[config.mk]
export PLATFORM = sky130hd
export DESIGN_NAME = dvrt_entry_alu
export DESIGN_NICKNAME = d
export VERILOG_FILES = /design/src/hw/rtl/dvrt_pkg.sv /design/src/hw/rtl/dvrt_entry_alu.sv
export SDC_FILE = /design/constraint.sdc
export NUM_CORES = 1
export LEC_CHECK = 0
export ABC_CLOCK_PERIOD_IN_PS = 5340
export BUFFER_PORTS_ARGS = -buffer_cell sky130_fd_sc_hd__buf_2
export CORE_MARGIN = 2
export CORE_UTILIZATION = 46
export DETAILED_ROUTE_END_ITERATION = 10
export PLACE_DENSITY = 0.82
export RECOVER_POWER = 100
export SLEW_MARGIN = 20
export SYNTH_ARGS = -nofsm -noshare
export SYNTH_HDL_FRONTEND = slang
export SYNTH_SLANG_ARGS = --single-unit
[constraint.sdc]
create_clock -name vclk -period 5.34
set_clock_uncertainty 0.15 [all_clocks]
set_input_delay 0.801 -clock vclk [all_inputs]
set_output_delay 0.801 -clock vclk [all_outputs]
set_load 0.01 [all_outputs]
[src/hw/rtl/dvrt_pkg.sv]
// dvrt_pkg: shared types and constants for the distance-vector route table
// used by distance_vector_route_table and dvrt_entry_alu; no dependencies
package dvrt_pkg;

    localparam int NODES_DEF = 256;

    localparam logic [15:0] COST_UNREACH = 16'hFFFF;
    localparam logic [7:0]  AGE_SAT      = 8'hFF;
    localparam logic [8:0]  COUNT_SAT    = 9'd511;

    // register indexes on the configuration port
    localparam logic REG_OWN_ID  = 1'b0;
    localparam logic REG_MAX_AGE = 1'b1;

    typedef enum logic [1:0] {
        CMD_UPDATE = 2'd0,
        CMD_TICK   = 2'd1,
        CMD_SWEEP  = 2'd2,
        CMD_NOP    = 2'd3
    } t_cmd;

    typedef enum logic [1:0] {
        ST_CLEAR,
        ST_IDLE,
        ST_RUN,
        ST_FIN
    } t_state;

    // one table entry as held in memory
    typedef struct packed {
        logic        valid;
        logic [15:0] cost;
        logic [7:0]  hop;
        logic [7:0]  age;
    } t_entry;

    // per-item controls handed to the entry update logic
    typedef struct packed {
        t_cmd        cmd;
        logic [7:0]  dest;
        logic [7:0]  hop;
        logic [15:0] new_cost;
        logic [15:0] old_cost;
        logic [7:0]  own_id;
        logic [7:0]  max_age;
    } t_ctl;

endpackage

[src/hw/rtl/dvrt_entry_alu.sv]
// dvrt_entry_alu: read-modify-write logic applied to one table entry per cycle
// depends on dvrt_pkg (t_entry, t_ctl, command codes)
module dvrt_entry_alu
    import dvrt_pkg::*;
#(
    parameter int NODES = NODES_DEF
) (
    input  t_ctl                         i_ctl,
    input  logic [$clog2(NODES)-1:0]     i_idx,
    input  t_entry                       i_ent,
    output t_entry                       o_ent,
    output logic                         o_chg
);

    logic   is_dest;
    logic   is_own;
    logic   ins;
    t_entry ins_ent;

    assign is_dest = (32'(i_idx) == 32'(i_ctl.dest));
    assign is_own  = (32'(i_idx) == 32'(i_ctl.own_id));

    // insert or replace decision for the addressed entry
    always_comb begin
        ins = 1'b0;
        if (is_dest) begin
            if (!i_ent.valid) begin
                ins = 1'b1;
            end else if (i_ent.hop != i_ctl.hop && i_ctl.new_cost < i_ent.cost) begin
                ins = 1'b1;
            end
        end
        ins_ent = i_ent;
        if (ins) begin
            ins_ent.valid = 1'b1;
            ins_ent.cost  = i_ctl.new_cost;
            ins_ent.hop   = i_ctl.hop;
            ins_ent.age   = '0;
        end
    end

    // per-command entry modification
    always_comb begin
        o_ent = i_ent;
        o_chg = 1'b0;
        case (i_ctl.cmd)
            CMD_UPDATE: begin
                if (i_ctl.new_cost == COST_UNREACH) begin
                    // withdraw every route through the dead neighbor
                    if (i_ent.valid && i_ent.hop == i_ctl.dest) begin
                        o_ent.valid = 1'b0;
                        o_chg       = 1'b1;
                    end
                end else begin
                    o_ent = ins_ent;
                    o_chg = ins;
                    // shift cost and refresh age of routes through the advertising neighbor
                    if (ins_ent.valid && ins_ent.hop == i_ctl.hop) begin
                        o_ent.cost = ins_ent.cost + i_ctl.new_cost - i_ctl.old_cost;
                        o_ent.age  = '0;
                        if (i_ctl.new_cost != i_ctl.old_cost) begin
                            o_chg = 1'b1;
                        end
                    end
                end
            end
            CMD_TICK: begin
                if (i_ent.valid && i_ent.age != AGE_SAT) begin
                    o_ent.age = i_ent.age + 8'd1;
                end
            end
            CMD_SWEEP: begin
                if (i_ent.valid && i_ent.age > i_ctl.max_age) begin
                    o_chg = 1'b1;
                    if (!is_own) begin
                        o_ent.valid = 1'b0;
                    end
                end
            end
            default: begin
                o_ent = i_ent;
            end
        endcase
    end

endmodule

### After elaboration in Yosys (flattened, before gate mapping)

Cells that the tools add are included.

* word-level logic and storage cells: 42
* flip-flop bits (word level): 0
* output and inout bits: 34
* input port bits: 107

* equality and inequality tests: 10
* multiplexer cells: 21
* add/subtract/negate cells: 3
* order comparisons: 2
* reduce and logical (&&, ||, !) cells: 6

Operators by type and width (count)
* $mux 33: 1
* $eq 8x8->1: 4
* $mux 32: 1
* $mux 24: 1
* $add 16x16->16: 1
* $eq 16x16->1 const B: 1
* $lt 16x16->1: 1
* $mux 16: 1
* $mux 8: 2
* $ne 16x16->1: 1
* $pmux 8 s2: 1
* $sub 16x16->16: 1
* $mux 1: 12
* $add 8x1->8 const B: 1
* $gt 8x8->1: 1
* $ne 8x8->1: 1
* $ne 8x8->1 const B: 1
* $logic_and 1x1->1: 5
* $pmux 1 s2: 2
* $eq 2x1->1 const B: 1
* $eq 2x2->1 const B: 1
* $logic_not 2->1: 1

### Depth between registers and ports, before layout

Gate-level depths: netlist of the first run.

* word-level depth: 11
* depth in mapped cells: 22
* depth with buffers taken out: 21

### Worst setup path before layout of the first run

No wires, ideal clock.

* path kind: input-to-output
* start: in i_ent[23] in the netlist's numbering
* end: out o_ent[31] in the netlist's numbering
* path slack: -504 ps
* buffers on the path: 2
* cell stages on the path: 19
* data required time: 4389 ps
* arrival time: 4893 ps
* cell sequence: inv_1 ha_1 o21ai_0 a2111oi_2 o41ai_2 a32oi_2 buf_2 buf_4 a21oi_1 fa_1 inv_1 ha_1 a2111oi_4 o21ai_2 a41oi_2 o311ai_1 a21oi_1 xnor2_1 o311ai_1

RTL lines
* start, declared: RTL line dvrt_entry_alu.sv:10 `input t_entry i_ent,`
* end, declared: RTL line dvrt_entry_alu.sv:11 `output t_entry o_ent,`

==> results of run 1 <==
-- cell type report --
class,count,share of cell area (%)
repair buffers,230,29.1
multi-input cells,320,62.3
inverters,86,6.65
well taps,80,1.96
-- per-layer routing --
metal	up-vias	part of all wire (%)
li1	1857	-
met1	1934	36
met2	225	53
met3	58	5.6
met4	0	5.0
met5	-	0
-- worst min-delay path: stages --
cell	delay, ps
buf_2	130
a21oi_1	60
buf_2	140
-- synth_stat cells (3+ instances only) --
cell      count  share of area, %
nor2b_1       3              0.60
a21oi_1      29               4.6
o21bai_1      3              0.72
a21o_1        6               1.4
mux2i_1      14               4.5
nor4_1        6               1.2
a211oi_1      3              0.72
o21a_1        3              0.72
nand4_1      13               2.6
nor2_1       22               2.6
xor2_1       27               7.5
nand3_1       4              0.64
mux2_2       10               3.6
inv_1        86                10
and4_1        3              0.84
xnor2_1      22               6.1
ha_1         54                22
nand2b_1      6               1.2
fa_1         15               9.6
o21ai_0      21               3.4
a31oi_1       3              0.60
nand2_1      15               1.8
o211ai_1      8               1.9
-- layout by cell type (no fill, tap or decap), types with 15 or more instances in the layout --
cell / instances
a21oi_1: 18
buf_2: 129
buf_4: 81
buf_6: 15
ha_1: 38
ha_4: 15
inv_1: 71
nor2_1: 16
o21ai_0: 15
xnor2_1: 19
xor2_1: 26
-- kinds of logic after synthesis --
kind of cell               Yosys count  synth area share, %
AOI/OAI and AO/OA                   96                 20.8
buffers and inverters               92                 12.0
muxes                               25                 8.42
adders and majority gates           69                 31.1
and+or+nand+nor                     81                 14.0
xor gates and xnor gates            49                 13.7
-- timing repair --
action | in CTS | in global routing
resized for setup | 55 | 41
endpoints found under the setup margin | 12 | 13
pin swaps | 23 | 37
cloned | 1 | 0
buffers inserted | 12 | 14
hold buffers | 0 | 0
-- power groups by stage --
stage / registers (mW) / logic (mW) / clock network [mW]
3_5_place_dp: 0 / 0.501 / 0
2_1_floorplan: 0 / 0.285 / 0
6_report: 0 / 0.645 / 0
3_3_place_gp: 0 / 0.479 / 0
5_1_grt: 0 / 0.688 / 0
4_1_cts: 0 / 0.571 / 0
-- worst min-delay path by stage --
stage | to | slack, ps | depth (start not counted)
after floorplan | o_chg | 1500 | 1
after global placement | o_chg | 1770 | 3
after detailed placement | o_chg | 1780 | 3
after CTS | o_chg | 1770 | 3
after global routing | o_ent[14] | 1800 | 3
final | o_chg | 1780 | 3
-- through the flow --
stage,cell area [µm²],utilization (%),TNS [ps]
floorplan,3290,-,-112
global placement,4560,68.2,-3250
detailed placement,4560,68.2,-4510
CTS,4910,73.6,-3770
global route,5120,76.6,-7530
finish,5120,76.6,-6490
==> results.md, run 1 <==
* Gp weighted congestion at 0.897
* Final Critical Period at slightly above 6000 ps
* Critical path cell sequence: buf_2 > ha_4 > nand4_1 > a2111oi_4 > o41ai_4 > a32oi_4 > buf_6 > nor2_4 > a21oi_4 > fa_1 > inv_2 > ha_4 > a2111oi_4 > buf_4 > a21boi_2 > a31oi_2 > buf_4 > o21bai_1 > xor2_1 > mux2_4 > buf_6
* Crit path arrival time at 5180 ps
* DRT Wirelength at ~13000 µm
* GRT overflow at 0
* P_sw at 0.326 mW
* Layout cell share with drive strength beyond 1 at 49.5%
* Fillers at 432
* Num sequential at 0
* Flop pwr share at 0%
* Storage element area at 0 µm²
* Worst slew pin tran at 495 ps
* Cell Int Power at 0.320 mW
* Worst Hold Class: primary input to output port
* Layout Nets at 814
* Top-Level Pins at 141
* Initial Utilization at 46.9%
* Post-Syn Area at 0.00314 mm²
* Vias per inst at 5.69
* FMAX at 163 MHz
* RSZ-0062 raised after global routing: true
* Hold Vio Cnt, Final at 0
* Met2 Usage GRT at between 50% and 60%
* Post-Syn Nets at 588
* Gr usage total at 29.5%
* Yosys cell types at 54
* Iteration-0 DRC Markers at 336
* Die area at 0.00749 mm²
* Largest net degree at the start of global routing at 19
* Worst vdd rail ir drop at 0.0697 mV
* Finished Layout Cells at 716
* Layout area overhead at 63.2%
* Die X at 86.6 µm
* Worst Hold Slack at 1780 ps
* Met1 usage at 32.3%
* Worst path slowest cell: a2111oi_4
* PwrDens at 126 mW/mm²
* Maximum capacitance violations at 0
* Clock buffer cells at 0
* # setup viols final at 12
* Slowest Stage Delay on Critical Path at 510 ps
* Die height at 86.6 µm
* Synthesized instance count at 412
* CP Max Fanout at 6
* Setup crit start: i_ctl[43]
* Clk pwr share at 0%
* Count of antenna diodes in the layout at 0
* Worst setup SP type: primary input
* Crit end category: output port
* Status: complete, but fails checks
* Setup Crit Path Kind: primary input to output port
* Worst Path Buf+Inv at 6
* Worst Setup Slack, final at -795 ps
* Routed WL per cell at 17.5 µm
* Placed cell count at 695
* Seq/Total Area, Yosys at 0%
* Comb pwr share at 100.0%
* DP HPWL at a little over 9000 µm
* Average size of a mapped cell at 7.61 µm²
* GR Util met3 at under 10%
* Initial antenna violation count at 0
* Vias at 4074
* Leakage power at between 2 and 3 nW
* Multi-input logic area at between 0.003 and 0.004 mm²
* Worst path required time at roughly 4400 ps
* Worst setup path end: o_ent[26]
* Post-route ant nets at 0
* Failing checks: negative setup slack
* Stages on the worst setup path at 21
* Global-route wire length before repair at 17700 µm
* Pwr Total at 0.645 mW
* Sw Ratio at 50.5%
* Port buffer count at 141
* CORE AREA at 0.00668 mm²
* Vias in the first global route at ~4000
* Yosys warning count at 0
* Pre-Repair DR Iteration Count at 5
* Pre-CTS setup slack at -622 ps
* DRC at 0
* Most Crowded Layer GR: met2
* Tcrit/Tclk final at 115%
* CP top delay family: compound AO/OA/AOI/OAI gates
* Rows at 30
* Fin. max-slew vios at 0
* Max_slew headroom at 66.7%
* Worst hold start: i_ctl[64]
Note: power is estimated with default switching activity, not from simulation.
==> run 2: changes to the inputs <==
- ABC_AREA: default -> 1
- ABC_CLOCK_PERIOD_IN_PS: 5340 -> 5700
- CORE_UTILIZATION: 46 -> 52
- PLACE_DENSITY: 0.82 -> 0.85
- clock period: 5.34 -> 5.7 ns (I/O delays scaled with it)
==> run 2 against run 1 <==
  * The run now ends clean
  * Global-route usage decreased by 2.4 points
  * Largest cell class unchanged
  * Sequential share of layout area unchanged
  * Flip-flop and latch count unchanged
==> results.md, run 2 <==
* Synthesized instance count at 578
* Seq/Total Area, Yosys at 0%
* Gp weighted congestion at 0.907
* Crit end category: output port
* Top-count cell post-synth: nand2_1
* Max_slew headroom at between 40% and 50%
* Routed WL per cell at 13.4 µm
* CORE AREA at 0.00635 mm²
* Worst path required time at roughly 4700 ps
* Setup TNS at 0 ps
* Initial Utilization at approximately 54%
* Worst slew pin tran at approximately 760 ps
* Yosys warning count at 0
* Commonest cells after routing, fill and taps aside: nand2_1, buf_2, inv_1, ha_1, nor2_1
* Yosys top cell by area: ha_1
* Share of the synthesized area in the top cell type at 19.7%
* Final Critical Period at 5550 ps
* Yosys cell types at 37
* Fin. max-slew vios at 0
* Rows at 29
* Worst vdd rail ir drop at 0.0640 mV
* Num sequential at 0
* Top-Level Pins at 141
* # setup viols final at 0
* Post-Syn Nets at 754
* Worst Hold Class: primary input to output port
* Hold buffer count at cts at 0
* Clock buffer cells at 0
* GRT overflow at 0
* Commonest non-fill, non-tap cell in the layout: nand2_1
* Maximum capacitance violations at 0
* Worst setup SP type: primary input
* Layout cell share with drive strength beyond 1 at 25.9%
* Die area at 0.00725 mm²
* Port buffer count at between 100 and 150
* Global-route wire length before repair at 16700 µm
* Tcrit/Tclk final at a little over nine tenths
* DRT Wirelength at 10700 µm
* Die X at between 80 and 90 µm
* Slowest Stage Delay on Critical Path at 460 ps
* FMAX at ~180 MHz
* CP Max Fanout at 8
* Worst hold start: i_ent[23]
* Post-Syn Area at 0.00343 mm²
* Average size of a mapped cell at 5.93 µm²
* Pre-Repair DR Iteration Count at 4
* Leakage power at 2.64 nW
* Worst hold path depth at 4
* DP Area at 0.00419 mm²
* Gr usage total at 27.1%
* Critical path cell sequence: buf_2 > ha_1 > a21o_1 > o21ai_1 > nand2_1 > nor2_2 > nand2_2 > nand2_4 > nand2_8 > buf_8 > o21ai_0 > fa_1 > inv_1 > ha_1 > a21oi_1 > o21ai_2 > buf_4 > nand4_1 > o2111ai_1 > xor2_1 > o21ai_1 > inv_1 > buf_2
* Fillers at 582
* Setup Crit Path Kind: primary input to output port
* Vias per inst at around 5.3
* Initial antenna violation count at 0
* Storage element area at 0 µm²
* Hold Vio Cnt, Final at 0
* Vias in the first global route at 3962
* Main area contributors after synthesis: ha_1, nand2_1, inv_1
* Worst path slowest cell: fa_1
* DP HPWL at 8900 µm
* Multi-input logic area at 0.00302 mm²
* Die height at 85.2 µm
* Vias at 4192
* Iteration-0 DRC Markers at 158
* Largest net degree at the start of global routing at 34
* PwrDens at 107 mW/mm²
* Layout Nets at 899
* Worst Hold End: o_ent[23]
* Post-route ant nets at 0
* Layout area overhead at 27.5%
* Design area at 0.00437 mm²
* Status: completed
* Crit path arrival time at 4550 ps
* DRC at 0
* List of most frequent post-synthesis cells: nand2_1, inv_1, ha_1
* Count of antenna diodes in the layout at 0
==> run 2: changes by cell type in the layout (fill, tap and decap cells not counted), moves of 9 or more <==
cell,before,now
nor2_1,16,28
inv_1,71,125
ha_1,38,50
o21ai_0,15,24
ha_4,15,3
buf_2,129,140
mux2_2,10,0
buf_4,81,7
buf_6,15,0
o21ai_1,6,19
nand3_1,4,27
mux2i_1,13,0
nand2_1,12,145
xor2_1,26,12
==> run 2: layout make-up <==
class	count	area share (%)
tap	77	2.21
timing repair buffer	149	17.7
inverter	129	11.1
multi-input combinational	443	69.0
==> run 2: worst max path at each step <==
| stage | start | end | depth (start not counted) |
|---|---|---|---|
| floorplan | i_ent[27] | o_ent[27] | 24 |
| global placement | i_ctl[43] | o_ent[27] | 24 |
| detailed placement | i_ctl[43] | o_ent[27] | 24 |
| CTS | i_ctl[43] | o_ent[27] | 24 |
| global route | i_ent[25] | o_ent[31] | 32 |
| finish | i_ctl[43] | o_ent[28] | 23 |
==> run 2: kinds of logic (layout without fill, tap and decap cells) <==
family	Yosys count	after routing	synth area share (%)
simple gates	242	244	31.1
buf+inv	137	278	16.0
compound gates	96	96	15.7
fa+ha+maj	69	69	28.5
xor+xnor	34	34	8.69
==> run 2: report_power, final <==
part           internal, mW  switching [mW]
clock network             0               0
registers                 0               0
logic                 0.195           0.274
==> run 2: stage by stage <==
stage               setup slack [ps]  std cells  hold WS [ps]  utilization [%]  total power, mW
global route                   -39.9        798          1900             68.8            0.520
finish                           149        798          1870             68.8            0.469
detailed placement               103        792          1880             66.0            0.424
CTS                             91.9        792          1880             66.0            0.426
global placement                 201        792          1870             66.0            0.411
floorplan                        534        578          1650                -            0.278
==> run 2: timing repair <==
| action | 4_1_cts | 5_1_grt |
|---|---|---|
| buffers inserted | 0 | 4 |
| endpoints found under the hold margin | 0 | 0 |
| gates resized for setup | 0 | 33 |
| setup endpoints to repair | 0 | 8 |
==> run 2: layer usage <==
layer / track usage, % / vias to the layer above / part of all wire (%)
met5: 0 / - / 0
met4: 4.33 / 0 / 1.4
met3: 1.65 / 14 / 5.9
met2: 51.1 / 164 / 50
met1: 34.2 / 1891 / 42
li1: - / 2123 / -
==> run 2: worst max-delay path, delay by kind of cell <==
family	cells	cell delay, ps
compound gates	7	1150
xor+xnor	1	200
fa+ha+maj	3	1050
buf+inv	6	710
simple gates	6	580
